$ cat src/hdl/mcft_pkg.sv
// ----------------------------------------------------------------------------
// mcft_pkg
// Shared types and constants of the motor command frame transaction core.
// ----------------------------------------------------------------------------
package mcft_pkg;

  // Frame geometry
  localparam int FRAME_BYTES  = 10;
  localparam int REPLY_STORED = 9;

  localparam logic [3:0] FRAME_LAST_IDX  = 4'(FRAME_BYTES - 1);
  localparam logic [3:0] REPLY_LAST_IDX  = 4'(FRAME_BYTES - 1);
  localparam logic [3:0] REPLY_STORE_MAX = 4'(REPLY_STORED);

  // Function code checks
  localparam logic [7:0] FN_NIBBLE_MASK = 8'hF0;
  localparam logic [7:0] FN_WRITE_GROUP = 8'h50;
  localparam logic [7:0] FN_WRITE_STEP  = 8'h10;
  localparam logic [7:0] FN_READ_CODE   = 8'hA0;
  localparam logic [7:0] FN_BYTE_MASK   = 8'hFF;

  localparam logic [7:0] TIMEOUT_RESET = 8'd100;

  localparam int QUEUE_DEPTH_DEFAULT = 4;

  // Result kinds
  localparam logic KIND_TX     = 1'b0;
  localparam logic KIND_STATUS = 1'b1;

  typedef enum logic [1:0] {
    OP_SEND = 2'd0,
    OP_RX   = 2'd1,
    OP_TICK = 2'd2
  } op_t;

  typedef enum logic [2:0] {
    ST_OK        = 3'd0,
    ST_TIMEOUT   = 3'd1,
    ST_STATION   = 3'd2,
    ST_FUNCTION  = 3'd3,
    ST_ADDR_HIGH = 3'd4,
    ST_ADDR_LOW  = 3'd5,
    ST_DEVICE    = 3'd6
  } status_t;

  // One unit of work for the back end: either a whole frame to stream, or a
  // single status result. For a status job, value carries the read value.
  typedef struct packed {
    logic        is_frame;
    logic [31:0] header;
    logic [31:0] value;
    logic [7:0]  checksum;
    status_t     status;
    logic [7:0]  device_error;
  } job_t;

endpackage

$ cat src/hdl/mcft_if.sv
// ----------------------------------------------------------------------------
// mcft_if
// Valid/ready channels of the core: command input and result output.
// ----------------------------------------------------------------------------
interface mcft_in_if;
  logic        valid;
  logic        ready;
  logic [1:0]  op;
  logic [7:0]  station_id;
  logic [7:0]  function_code;
  logic [7:0]  address_high;
  logic [7:0]  address_low;
  logic [31:0] command_value;
  logic [7:0]  rx_byte;

  modport source (
    output valid, op, station_id, function_code, address_high, address_low,
           command_value, rx_byte,
    input  ready
  );
  modport sink (
    input  valid, op, station_id, function_code, address_high, address_low,
           command_value, rx_byte,
    output ready
  );
endinterface

interface mcft_out_if;
  logic        valid;
  logic        ready;
  logic        kind;
  logic [7:0]  tx_byte;
  logic        last;
  logic [2:0]  status;
  logic [7:0]  device_error;
  logic [31:0] read_value;

  modport source (
    output valid, kind, tx_byte, last, status, device_error, read_value,
    input  ready
  );
  modport sink (
    input  valid, kind, tx_byte, last, status, device_error, read_value,
    output ready
  );
endinterface

$ cat src/hdl/mcft_front.sv
// ----------------------------------------------------------------------------
// mcft_front
// Accept transactions, track the reply wait and queue frame or status jobs.
// ----------------------------------------------------------------------------
module mcft_front (
  input  logic               clk,
  input  logic               rst,
  mcft_in_if.sink            in_ch,
  input  logic [7:0]         timeout_limit,
  output logic               q_push,
  output mcft_pkg::job_t     q_job,
  input  logic               q_full
);
  import mcft_pkg::*;

  logic [31:0] sent_header;
  logic [7:0]  reply_bytes [REPLY_STORED];
  logic [3:0]  reply_count;
  logic [7:0]  idle_ticks;
  logic        waiting;

  logic        accept;
  logic [7:0]  checksum;
  logic [7:0]  fn_sent;
  logic [7:0]  fn_expect;
  status_t     reply_status;
  logic        timed_out;
  logic        reply_done;

  assign in_ch.ready = !q_full;
  assign accept      = in_ch.valid && in_ch.ready;

  assign checksum = in_ch.station_id + in_ch.function_code + in_ch.address_high
                  + in_ch.address_low + in_ch.command_value[31:24]
                  + in_ch.command_value[23:16] + in_ch.command_value[15:8]
                  + in_ch.command_value[7:0];

  assign fn_sent   = sent_header[23:16];
  assign fn_expect = (fn_sent + FN_WRITE_STEP) & FN_BYTE_MASK;

  // Reply check in priority order; all nine stored bytes are valid here
  always_comb begin
    if (reply_bytes[0] != sent_header[31:24]) begin
      reply_status = ST_STATION;
    end else if ((fn_sent & FN_NIBBLE_MASK) == FN_WRITE_GROUP
                 && reply_bytes[1] != fn_expect) begin
      reply_status = ST_FUNCTION;
    end else if (fn_sent == FN_READ_CODE
                 && (reply_bytes[1] & FN_NIBBLE_MASK) != FN_READ_CODE) begin
      reply_status = ST_FUNCTION;
    end else if (reply_bytes[2] != sent_header[15:8]) begin
      reply_status = ST_ADDR_HIGH;
    end else if (reply_bytes[3] != sent_header[7:0]) begin
      reply_status = ST_ADDR_LOW;
    end else if (reply_bytes[4] != 8'd0) begin
      reply_status = ST_DEVICE;
    end else begin
      reply_status = ST_OK;
    end
  end

  assign timed_out  = accept && waiting && op_t'(in_ch.op) == OP_TICK
                   && idle_ticks >= timeout_limit;
  assign reply_done = accept && waiting && op_t'(in_ch.op) == OP_RX
                   && reply_count == REPLY_LAST_IDX;

  always_comb begin
    q_push             = 1'b0;
    q_job.is_frame     = 1'b0;
    q_job.header       = {in_ch.station_id, in_ch.function_code,
                          in_ch.address_high, in_ch.address_low};
    q_job.value        = 32'd0;
    q_job.checksum     = checksum;
    q_job.status       = ST_OK;
    q_job.device_error = 8'd0;
    if (accept) begin
      unique case (op_t'(in_ch.op))
        OP_SEND: begin
          q_push         = 1'b1;
          q_job.is_frame = 1'b1;
          q_job.value    = in_ch.command_value;
        end
        OP_RX: begin
          if (reply_done) begin
            q_push       = 1'b1;
            q_job.status = reply_status;
            if (reply_status == ST_DEVICE) begin
              q_job.device_error = reply_bytes[4];
            end
            if (reply_status == ST_OK) begin
              q_job.value = {reply_bytes[5], reply_bytes[6],
                             reply_bytes[7], reply_bytes[8]};
            end
          end
        end
        OP_TICK: begin
          if (timed_out) begin
            q_push       = 1'b1;
            q_job.status = ST_TIMEOUT;
          end
        end
        default: begin
          q_push = 1'b0;
        end
      endcase
    end
  end

  always_ff @(posedge clk) begin
    if (rst) begin
      sent_header <= 32'd0;
      reply_count <= 4'd0;
      idle_ticks  <= 8'd0;
      waiting     <= 1'b0;
    end else if (accept) begin
      unique case (op_t'(in_ch.op))
        OP_SEND: begin
          sent_header <= {in_ch.station_id, in_ch.function_code,
                          in_ch.address_high, in_ch.address_low};
          reply_count <= 4'd0;
          idle_ticks  <= 8'd0;
          waiting     <= 1'b1;
        end
        OP_RX: begin
          if (waiting) begin
            idle_ticks <= 8'd0;
            if (reply_done) begin
              reply_count <= 4'd0;
              waiting     <= 1'b0;
            end else begin
              reply_count <= reply_count + 4'd1;
            end
          end
        end
        OP_TICK: begin
          if (waiting) begin
            if (timed_out) begin
              reply_count <= 4'd0;
              idle_ticks  <= 8'd0;
              waiting     <= 1'b0;
            end else begin
              idle_ticks <= idle_ticks + 8'd1;
            end
          end
        end
        default: begin
          waiting <= waiting;
        end
      endcase
    end
  end

  // Reply store: written in arrival order, read only once full
  always_ff @(posedge clk) begin
    if (accept && waiting && op_t'(in_ch.op) == OP_RX
        && reply_count < REPLY_STORE_MAX) begin
      reply_bytes[reply_count] <= in_ch.rx_byte;
    end
  end

  a_timeout_ends_wait: assert property (@(posedge clk) disable iff (rst)
    timed_out |=> !waiting && reply_count == 4'd0)
    else $error("timeout did not end the reply wait");

endmodule

$ cat src/hdl/mcft_queue.sv
// ----------------------------------------------------------------------------
// mcft_queue
// Short job queue between the front and the back end.
// ----------------------------------------------------------------------------
module mcft_queue #(
  parameter int DEPTH = mcft_pkg::QUEUE_DEPTH_DEFAULT
) (
  input  logic               clk,
  input  logic               rst,
  input  logic               push,
  input  mcft_pkg::job_t     push_job,
  output logic               full,
  input  logic               pop,
  output mcft_pkg::job_t     head_job,
  output logic               head_valid
);
  import mcft_pkg::*;

  localparam int PTR_W = (DEPTH > 1) ? $clog2(DEPTH) : 1;
  localparam int CNT_W = $clog2(DEPTH + 1);

  job_t             slots [DEPTH];
  logic [PTR_W-1:0] wr_ptr;
  logic [PTR_W-1:0] rd_ptr;
  logic [CNT_W-1:0] count;
  logic             do_push;
  logic             do_pop;

  assign full       = count == CNT_W'(DEPTH);
  assign head_valid = count != '0;
  assign head_job   = slots[rd_ptr];
  assign do_push    = push && !full;
  assign do_pop     = pop && head_valid;

  always_ff @(posedge clk) begin
    if (rst) begin
      wr_ptr <= '0;
      rd_ptr <= '0;
      count  <= '0;
    end else begin
      if (do_push) begin
        wr_ptr <= (wr_ptr == PTR_W'(DEPTH - 1)) ? '0 : wr_ptr + PTR_W'(1);
      end
      if (do_pop) begin
        rd_ptr <= (rd_ptr == PTR_W'(DEPTH - 1)) ? '0 : rd_ptr + PTR_W'(1);
      end
      if (do_push && !do_pop) begin
        count <= count + CNT_W'(1);
      end else if (do_pop && !do_push) begin
        count <= count - CNT_W'(1);
      end
    end
  end

  always_ff @(posedge clk) begin
    if (do_push) begin
      slots[wr_ptr] <= push_job;
    end
  end

  a_no_push_when_full: assert property (@(posedge clk) disable iff (rst)
    !(push && full))
    else $error("job pushed into a full queue");

  a_no_pop_when_empty: assert property (@(posedge clk) disable iff (rst)
    !(pop && !head_valid))
    else $error("job popped from an empty queue");

endmodule

$ cat src/hdl/mcft_back.sv
// ----------------------------------------------------------------------------
// mcft_back
// Carry out queued jobs: stream frame bytes or issue one status result.
// ----------------------------------------------------------------------------
module mcft_back (
  input  logic               clk,
  input  logic               rst,
  input  logic               q_valid,
  input  mcft_pkg::job_t     q_job,
  output logic               q_pop,
  mcft_out_if.source         out_ch
);
  import mcft_pkg::*;

  job_t       cur;
  logic       cur_valid;
  logic [3:0] idx;
  logic       out_load;
  logic       cur_last;
  logic [7:0] frame_byte;

  assign out_load = !out_ch.valid || out_ch.ready;
  assign cur_last = !cur.is_frame || idx == FRAME_LAST_IDX;
  assign q_pop    = q_valid && (!cur_valid || (out_load && cur_last));

  always_comb begin
    unique case (idx)
      4'd0:    frame_byte = cur.header[31:24];
      4'd1:    frame_byte = cur.header[23:16];
      4'd2:    frame_byte = cur.header[15:8];
      4'd3:    frame_byte = cur.header[7:0];
      4'd4:    frame_byte = 8'd0;
      4'd5:    frame_byte = cur.value[31:24];
      4'd6:    frame_byte = cur.value[23:16];
      4'd7:    frame_byte = cur.value[15:8];
      4'd8:    frame_byte = cur.value[7:0];
      4'd9:    frame_byte = cur.checksum;
      default: frame_byte = 8'd0;
    endcase
  end

  always_ff @(posedge clk) begin
    if (rst) begin
      cur_valid    <= 1'b0;
      idx          <= 4'd0;
      out_ch.valid <= 1'b0;
    end else begin
      if (out_load) begin
        out_ch.valid <= cur_valid;
      end
      if (out_load && cur_valid) begin
        idx <= cur_last ? 4'd0 : idx + 4'd1;
      end
      if (q_pop) begin
        cur_valid <= 1'b1;
      end else if (out_load && cur_valid && cur_last) begin
        cur_valid <= 1'b0;
      end
    end
  end

  always_ff @(posedge clk) begin
    if (q_pop) begin
      cur <= q_job;
    end
    if (out_load && cur_valid) begin
      if (cur.is_frame) begin
        out_ch.kind         <= KIND_TX;
        out_ch.tx_byte      <= frame_byte;
        out_ch.last         <= idx == FRAME_LAST_IDX;
        out_ch.status       <= ST_OK;
        out_ch.device_error <= 8'd0;
        out_ch.read_value   <= 32'd0;
      end else begin
        out_ch.kind         <= KIND_STATUS;
        out_ch.tx_byte      <= 8'd0;
        out_ch.last         <= 1'b0;
        out_ch.status       <= cur.status;
        out_ch.device_error <= cur.device_error;
        out_ch.read_value   <= cur.value;
      end
    end
  end

  a_idx_in_frame: assert property (@(posedge clk) disable iff (rst)
    cur_valid && cur.is_frame |-> idx <= FRAME_LAST_IDX)
    else $error("frame byte index ran past the checksum byte");

endmodule

$ cat src/hdl/motor_command_frame_transaction_core.sv
// ----------------------------------------------------------------------------
// motor_command_frame_transaction_core
// Motor command frame sender and reply checker with idle-tick timeout.
// ----------------------------------------------------------------------------
// Usage:
//   in_ch carries three kinds of transaction, selected by op: send a command,
//   deliver a received serial byte, or signal a time tick. out_ch returns
//   transmit bytes (kind 0, last on the tenth) and transaction status results
//   (kind 1). cfg_write_en/cfg_write_data load timeout_limit; write it only
//   while idle, the block does not enforce this. Throughput: one input
//   transaction per cycle while the job queue has room; the back end drains
//   one result per cycle while out_ch accepts, so a command holds it for its
//   ten frame bytes and a status for one. QUEUE_DEPTH jobs may wait between.
//   Path: queue write, then back-end load, then output register.
//   Reset: synchronous; clears the wait, counters, queue and output valid,
//   and sets timeout_limit to 100. The reply store is not cleared.
//   Stall: when out_ch.ready is low the output register holds, the back end
//   stops, the queue fills and in_ch.ready drops only once it is full.
// ----------------------------------------------------------------------------
module motor_command_frame_transaction_core #(
  parameter int QUEUE_DEPTH = mcft_pkg::QUEUE_DEPTH_DEFAULT
) (
  input  logic        clk,
  input  logic        rst,
  mcft_in_if.sink     in_ch,
  mcft_out_if.source  out_ch,
  input  logic        cfg_write_en,
  input  logic [7:0]  cfg_write_data
);
  import mcft_pkg::*;

  logic [7:0] timeout_limit;

  // Front to queue
  logic       q_push;
  job_t       q_push_job;
  logic       q_full;

  // Queue to back end
  logic       q_pop;
  job_t       q_head_job;
  logic       q_head_valid;

  // Hold the single configuration register
  always_ff @(posedge clk) begin
    if (rst) begin
      timeout_limit <= TIMEOUT_RESET;
    end else if (cfg_write_en) begin
      timeout_limit <= cfg_write_data;
    end
  end

  // Front: classify transactions, keep the reply wait, raise jobs
  mcft_front u_front (
    .clk           (clk),
    .rst           (rst),
    .in_ch         (in_ch),
    .timeout_limit (timeout_limit),
    .q_push        (q_push),
    .q_job         (q_push_job),
    .q_full        (q_full)
  );

  // Decouple the two halves so each can stall on its own
  mcft_queue #(
    .DEPTH (QUEUE_DEPTH)
  ) u_queue (
    .clk        (clk),
    .rst        (rst),
    .push       (q_push),
    .push_job   (q_push_job),
    .full       (q_full),
    .pop        (q_pop),
    .head_job   (q_head_job),
    .head_valid (q_head_valid)
  );

  // Back: stream frame bytes and status results into the output register
  mcft_back u_back (
    .clk     (clk),
    .rst     (rst),
    .q_valid (q_head_valid),
    .q_job   (q_head_job),
    .q_pop   (q_pop),
    .out_ch  (out_ch)
  );

endmodule
$ cat src/flat_wrapper.sv
// flat-port wrapper written by rule: the top's interface ports become plain ports
module motor_command_frame_transaction_core_flat import mcft_pkg::*;
#(
  parameter int QUEUE_DEPTH = mcft_pkg::QUEUE_DEPTH_DEFAULT
)
  (clk, rst, cfg_write_en, cfg_write_data, in_ch_valid, in_ch_op, in_ch_station_id, in_ch_function_code, in_ch_address_high, in_ch_address_low, in_ch_command_value, in_ch_rx_byte, in_ch_ready, out_ch_valid, out_ch_kind, out_ch_tx_byte, out_ch_last, out_ch_status, out_ch_device_error, out_ch_read_value, out_ch_ready);
  mcft_in_if in_ch_i ();
  mcft_out_if out_ch_i ();
  input  logic clk;
  input  logic rst;
  input  logic cfg_write_en;
  input  logic [7:0] cfg_write_data;
  input wire logic [$bits(in_ch_i.valid)-1:0] in_ch_valid;
  input wire logic [$bits(in_ch_i.op)-1:0] in_ch_op;
  input wire logic [$bits(in_ch_i.station_id)-1:0] in_ch_station_id;
  input wire logic [$bits(in_ch_i.function_code)-1:0] in_ch_function_code;
  input wire logic [$bits(in_ch_i.address_high)-1:0] in_ch_address_high;
  input wire logic [$bits(in_ch_i.address_low)-1:0] in_ch_address_low;
  input wire logic [$bits(in_ch_i.command_value)-1:0] in_ch_command_value;
  input wire logic [$bits(in_ch_i.rx_byte)-1:0] in_ch_rx_byte;
  output wire logic [$bits(in_ch_i.ready)-1:0] in_ch_ready;
  output wire logic [$bits(out_ch_i.valid)-1:0] out_ch_valid;
  output wire logic [$bits(out_ch_i.kind)-1:0] out_ch_kind;
  output wire logic [$bits(out_ch_i.tx_byte)-1:0] out_ch_tx_byte;
  output wire logic [$bits(out_ch_i.last)-1:0] out_ch_last;
  output wire logic [$bits(out_ch_i.status)-1:0] out_ch_status;
  output wire logic [$bits(out_ch_i.device_error)-1:0] out_ch_device_error;
  output wire logic [$bits(out_ch_i.read_value)-1:0] out_ch_read_value;
  input wire logic [$bits(out_ch_i.ready)-1:0] out_ch_ready;
  assign in_ch_i.valid = in_ch_valid;
  assign in_ch_i.op = in_ch_op;
  assign in_ch_i.station_id = in_ch_station_id;
  assign in_ch_i.function_code = in_ch_function_code;
  assign in_ch_i.address_high = in_ch_address_high;
  assign in_ch_i.address_low = in_ch_address_low;
  assign in_ch_i.command_value = in_ch_command_value;
  assign in_ch_i.rx_byte = in_ch_rx_byte;
  assign in_ch_ready = in_ch_i.ready;
  assign out_ch_valid = out_ch_i.valid;
  assign out_ch_kind = out_ch_i.kind;
  assign out_ch_tx_byte = out_ch_i.tx_byte;
  assign out_ch_last = out_ch_i.last;
  assign out_ch_status = out_ch_i.status;
  assign out_ch_device_error = out_ch_i.device_error;
  assign out_ch_read_value = out_ch_i.read_value;
  assign out_ch_i.ready = out_ch_ready;
  motor_command_frame_transaction_core #(.QUEUE_DEPTH(QUEUE_DEPTH)) u_core (.clk(clk), .rst(rst), .in_ch(in_ch_i), .out_ch(out_ch_i), .cfg_write_en(cfg_write_en), .cfg_write_data(cfg_write_data));
endmodule
$ cat config.mk
export PLATFORM = sky130hd
export DESIGN_NAME = motor_command_frame_transaction_core_flat
export DESIGN_NICKNAME = d
export VERILOG_FILES = /design/src/hdl/mcft_pkg.sv /design/src/hdl/mcft_if.sv /design/src/hdl/mcft_front.sv /design/src/hdl/mcft_queue.sv /design/src/hdl/mcft_back.sv /design/src/hdl/motor_command_frame_transaction_core.sv /design/src/flat_wrapper.sv
export SDC_FILE = /design/constraint.sdc
export NUM_CORES = 1
export LEC_CHECK = 0
export BUFFER_PORTS_ARGS = -buffer_cell sky130_fd_sc_hd__buf_2
export CORE_UTILIZATION = 52
export CTS_CLUSTER_DIAMETER = 30
export CTS_CLUSTER_SIZE = 10
export DETAILED_ROUTE_END_ITERATION = 7
export PLACE_DENSITY = 0.7
export SLEW_MARGIN = 20
export SYNTH_ARGS = -nofsm -noshare
export SYNTH_HDL_FRONTEND = slang
export SYNTH_SLANG_ARGS = --single-unit
$ cat constraint.sdc
create_clock -name clk -period 13.92 [get_ports clk]
set_clock_uncertainty 0.1 [all_clocks]
set_input_delay 0.696 -clock clk [delete_from_list [all_inputs] [get_ports clk]]
set_output_delay 0.696 -clock clk [all_outputs]
set_load 0.05 [all_outputs]
**Word-level counts from Yosys, hierarchy flattened**

Memory sizes are Yosys's and may differ from the RTL's. A register that Yosys moved wholly into a read port is not among the register bits.
Cells that the tools add are included.

- Input port bits: 87
- RAM bits: 408
- Register bits after elaboration: 119
- Logic and storage cells: 148
- Output and inout port bits: 55
- Memories: 2

- Magnitude comparators: 2
- Eq/ne operators: 25
- Mux-type cells: 49
- Reductions and logical operators: 38
- Add/sub/neg operators: 15

Memory list:

| name | depth | width | rd ports | clocked after memory_dff | wr ports | line | text |
|---|---|---|---|---|---|---|---|
| u_core.u_queue.slots | 4 | 84 | 1 | 1 | 1 | mcft_queue.sv:22 | `job_t slots [DEPTH];` |
| u_core.u_front.reply_bytes | 9 | 8 | 9 | 0 | 1 | mcft_front.sv:17 | `logic [7:0] reply_bytes [REPLY_STORED];` |

Operators by type and width:

| operator | number |
|---|---|
| $mux W32 | 3 |
| $pmux W8 S9 | 1 |
| $pmux W32 S2 | 1 |
| $add A8 B8 Y8 | 7 |
| $mux W8 | 5 |
| $ne A8 B8 Y1 | 4 |
| $mux W3 | 8 |
| $pmux W8 S3 | 1 |
| $mux W11 | 2 |
| $mux W4 | 5 |
| $logic_and A1 B1 Y1 | 17 |
| $mux W1 | 17 |
| $eq A4 B3 Y1 const B | 4 |
| $eq A4 B4 Y1 const B | 3 |
| $pmux W4 S3 | 1 |
| $add A4 B1 Y4 const B | 2 |
| $add A8 B1 Y8 const B | 1 |
| $add A8 B5 Y8 const B | 1 |
| $eq A4 B2 Y1 const B | 2 |
| $eq A8 B8 Y1 const B | 1 |
| $ge A8 B8 Y1 | 1 |
| $reduce_bool A8 Y1 | 1 |
| $eq A2 B2 Y1 const B | 3 |
| $eq A3 B3 Y1 const B | 2 |
| 21 further kinds | 36 |

**Depth between registers and ports, before layout**

- Depth in word-level cells: 14
- Gate-level depth with buffers: 14
- Mapped depth without buffers: 14

**Hierarchy**

A second synthesis with hierarchy kept.

- Cells, all modules: 1512
- Area, all modules: 25384.3 um^2

By module, submodules not included:

| module | area an instance (um^2) | cells an instance | times used |
|---|---|---|---|
| mcft_queue | 12608.3 | 488 | 1 |
| mcft_front | 7044.3 | 666 | 1 |
| mcft_back | 5436.5 | 332 | 1 |
| motor_command_frame_transaction_core | 295.3 | 26 | 1 |

**Worst setup path after synthesis**

No wires, ideal clock.

- Path type: register to register
- Start point: reg u_core.u_back.idx[1]
- End point: reg u_core.u_queue.count[2]
- Data arrival time: 4.559 ns
- Path buffers: 1
- Stages on the path, launching flop included: 14
- Setup slack: 9.191 ns
- Cell sequence: dfxtp_1 > inv_1 > ha_1 > clkbuf_1 > a21oi_1 > o21ai_0 > o31a_1 > inv_1 > ha_1 > inv_1 > fa_1 > xor2_1 > or3_1 > a21oi_1

- Longest elaborated chain between the ends: 9

RTL lines:

| item | line | text |
|---|---|---|
| from (decl) | mcft_back.sv:17 | `logic [3:0] idx;` |
| from (signal assigned) | mcft_back.sv:52 | `idx <= cur_last ? 4'd0 : idx + 4'd1;` |
| $eq A4 B4 Y1 * | mcft_back.sv:23 | `assign cur_last = !cur.is_frame \|\| idx == FRAME_LAST_IDX;` |
| $logic_or A1 B1 Y1 * | mcft_back.sv:23 |  |
| $logic_and A1 B1 Y1 * | mcft_back.sv:24 | `assign q_pop = q_valid && (!cur_valid \|\| (out_load && cur_last));` |
| $logic_or A1 B1 Y1 * | mcft_back.sv:24 |  |
| $logic_and A1 B1 Y1 * | mcft_back.sv:24 |  |
| named net u_core.q_pop | motor_command_frame_transaction_core.sv:40 | `logic q_pop;` |
| $logic_and A1 B1 Y1 * | mcft_queue.sv:33 | `assign do_pop = pop && head_valid;` |
| $logic_not A1 Y1 | mcft_queue.sv:47 | `if (do_push && !do_pop) begin` |
| $logic_and A1 B1 Y1 | mcft_queue.sv:47 |  |
| $mux W3 or $reduce_bool A2 Y1 (tied branches) | n/a |  |
| to (signal assigned) | mcft_queue.sv:48 | `count <= count + CNT_W'(1);` |
| to (signal assigned) | mcft_queue.sv:50 | `count <= count - CNT_W'(1);` |
| to (decl) | mcft_queue.sv:25 | `logic [CNT_W-1:0] count;` |

The timed path passes the listed nets; every way through them passes the cells marked *.
A chain may end at the register's enable or synchronous reset.

**Final worst setup path**

- Start point: reg u_core.u_back.idx[2]
- End point: reg u_core.u_queue.count[2]

The elaborated chain is that of the path after synthesis.

==> metrics.md <==
| Metric | Value |
|---|---|
| Status | `complete, no violations` |
| Initial Util | `0.5277` |
| Final WL | `56,880 um` |
| Vias in the first global route | `13,620` |
| Cts hold-fix bufs | `0` |
| Syn nets | `1,594` |
| Number of flops mapped to enable cells by yosys | `545` |
| Worst R2R Path Depth | `11` |
| Hold Path Cell Cnt | `3` |
| Post-synth top area cell | `edfxtp_1` |
| Final nets | `1,797` |
| Worst skew pair latency | `0.63 ns` |
| CTS Sinks | `611` |
| Gr usage total | `0.2457` |
| Hold Path End | `u_core.timeout_limit[2]` |
| Global-route wire length before repair | `84,770 um` |
| DPL Wire Length | `36,090 um` |
| Port bufs | `141` |
| Post_cts resized | `0` |
| Worst Path Arrival | `4.50 ns` |
| Worst Path Class, Setup | `reg2reg` |
| Hold path startpoint | `cfg_write_data[2]` |
| Core box area | `46,560 um2` |
| Netlist area before placement | `24,570 um2` |
| Setup_tns | `0 ns` |
| Dpl ws | `9.438 ns` |
| R2R setup slack | `9.87 ns` |
| Cells after Synth | `1,428` |
| Area grow syn2layout | `20.57%` |
| CTS H-tree lvls | `3` |
| Yosys warns | `0` |
| Die area | `48,120 um2` |
| CP Capture Type | `flip-flop` |
| Synth Flop Type | `edfxtp_1` |
| DR DRC count | `0` |
| Sequential-to-total area share from yosys stat | `0.7199` |
| Pins over their slew limit | `0` |
| Synth top area cells | `edfxtp_1 (67%), mux4_2 (7.7%), dfxtp_1 (5.4%)` |
| CTS tree | `built` |
| Clock buffer depth | `3` |
| Clock-pin slew on the worst setup and hold paths | `0.05 ns` |
| Rows | `79` |
| Final Hold Vio Count | `0` |
| PD cells | `222.3 nW/um2` |
| Count leader, synth | `edfxtp_1` |
| Yosys reg bits | `611` |
| Final setup vio count | `0` |
| Vias per inst | `5.679` |
| Placed cell area | `25,920 um2` |
| Most frequent cells after synthesis | `edfxtp_1 (545), nand2_1 (99), inv_1 (87)` |
| Root buffer cell | `clkbuf_16` |
| Peak supply drop | `147.7 uV` |
| Routability cong. | `0.8638` |
| Leakage dissipation | `10.42 nW` |
| Minimum clock period after layout | `4.050 ns` |
| Drt pass-1 iters | `5` |
| Critical-path maximum fanout | `39` |
| Worst r2r src | `u_core.u_back.idx[2]` |
| Top cell type's share of synthesized area | `0.6661` |
| Post-CTS setup buffer count | `0` |
| Grt total ovfl | `0` |
| Initial antenna violation count | `3` |
| Fin worst setup slack | `9.870 ns` |
| Vias | `13,230` |
| Max_cap viols | `0` |
| Tcrit/Tclk final | `0.2909` |
| Worst-Margin Slew | `1.008 ns` |
| Share of layout cells above drive strength 1 | `0.2493` |
| Filler cells | `3,215` |
| Detail Route Antenna Nets | `0` |
| Startpoint types | `flip-flop` |
| Fmax | `0.2469 GHz` |
| Cell area after layout | `29,620 um2` |
| Ys async rst share | `0` |
| First DRT Iteration DRCs | `1,126` |
| I/O Pins | `142` |
| Largest net degree at the start of global routing | `69` |
| Inserted Clock Buffers | `104` |
| Chip width | `219.4 um` |
| WL/cell | `24.41 um` |
| Die H | `219.4 um` |
| RSZ-0062 raised after global routing | `false` |
| Syn Area/Cell | `17.21 um2` |
| Reg-to-reg endpoint | `u_core.u_queue.count[2]` |
| Worst Hold Class | `in2reg` |
| Max-Slew Margin vs Limit | `0.3277` |
| WP data required | `14.37 ns` |
| Yosys cell types | `57` |
## final cells by class
type,instances,area (um2),area share
Antenna cell,2,5.005,0.0001689
Clock buffer,129,2799,0.09448
Clock inverter,67,888.4,0.02999
Inverter,87,326.6,0.01102
Multi-Input combinational cell,670,6326,0.2135
Sequential cell,611,17690,0.5973
Tap cell,607,759.5,0.02564
Timing Repair Buffer,157,825.8,0.02788
## kinds of logic (layout without fill, tap and decap cells)
logic type / count (synthesis) / in the layout / synth area share
AOI/OAI and AO/OA: 176 / 176 / 0.04965
xor gates and xnor gates: 53 / 53 / 0.01889
adders and majority gates: 79 / 79 / 0.05245
buffers and inverters: 147 / 440 / 0.02342
DFF: 611 / 611 / 0.7199
muxes: 94 / 94 / 0.08112
other: 0 / 2 / 0
and+or+nand+nor: 268 / 268 / 0.05459
## state kept, by name, summed over array words and instances (netlist names), 32 cells and up
register / flops
u_core.u_queue.slots: 336
u_core.u_back.cur: 84
u_core.u_front.sent_header: 32
u_core.u_front.reply_bytes: 72
u_core.u_back.out_ch.read_value: 32
## critical path, stage by stage, from the launching register on
cell,delay [ns]
dfxtp_1,0.76
nor2b_1,0.19
a21oi_1,0.77
o21ai_0,0.32
o31a_4,0.36
inv_1,0.13
ha_1,0.19
inv_1,0.07
fa_1,0.43
xor2_1,0.18
or3_1,0.31
a21oi_1,0.14
## routing by layer
layer	up-vias	share of wire	global-route usage
met5	-	0	0
met4	0	0.030	0.1023
met1	6695	0.40	0.3291
li1	5885	-	-
met2	563	0.50	0.3991
met3	88	0.075	0.04324
## per-stage QoR
step           utilization  hold slack, ns  total power [mW]  cells
2_1_floorplan            -          0.3481             3.564   1428
3_3_place_gp        0.5569          0.3537             3.964   2132
3_5_place_dp        0.5569          0.3593             3.992   2132
4_1_cts             0.6361          0.1814             6.635   2328
5_1_grt             0.6363          0.2044             6.842   2330
6_report            0.6363          0.2037             6.587   2330
## placed cells by master, fill, tap and decap left out, types with 8 or more instances in the layout
| cell | count |
|---|---|
| a21oi_1 | 60 |
| a222oi_1 | 10 |
| a22o_1 | 34 |
| a22oi_1 | 20 |
| and2_1 | 11 |
| buf_2 | 141 |
| buf_4 | 16 |
| bufinv_16 | 17 |
| clkbuf_1 | 17 |
| clkbuf_16 | 106 |
| clkinv_2 | 11 |
| clkinv_4 | 8 |
| clkinvlp_4 | 11 |
| dfxtp_1 | 64 |
| edfxtp_1 | 545 |
| fa_1 | 40 |
| ha_1 | 39 |
| inv_1 | 85 |
| inv_6 | 9 |
| mux2i_1 | 9 |
| mux4_2 | 84 |
| nand2_1 | 99 |
| nand3_1 | 15 |
| nand4_1 | 8 |
| nor2_1 | 43 |
| nor2b_1 | 46 |
| nor3_1 | 12 |
| o21ai_0 | 16 |
| xnor2_1 | 38 |
| xor2_1 | 15 |
## where the power goes
part	internal [mW]	leakage [nW]	total, mW	switching (mW)
Sequential	2.44	5.56	2.61	0.171
Combinational	0.475	3.10	1.34	0.869
Clock	1.75	1.77	2.63	0.883
Total	4.66	10.4	6.59	1.92
## worst max path at each step
stage	startpoint	end	slack (ns)	cells past startpoint
after floorplan	u_core.u_back.idx[1]	u_core.u_queue.count[2]	9.19	13
after global placement	in_ch_command_value[26]	u_core.u_queue.slots[0][17]	9.51	13
after detailed placement	in_ch_address_low[3]	u_core.u_queue.slots[0][18]	9.44	13
after CTS	u_core.u_back.idx[2]	u_core.u_queue.count[2]	9.77	11
after global routing	u_core.u_back.idx[2]	u_core.u_queue.count[2]	9.73	11
final	u_core.u_back.idx[2]	u_core.u_queue.count[2]	9.87	11
(Power assumes the default switching activity.)
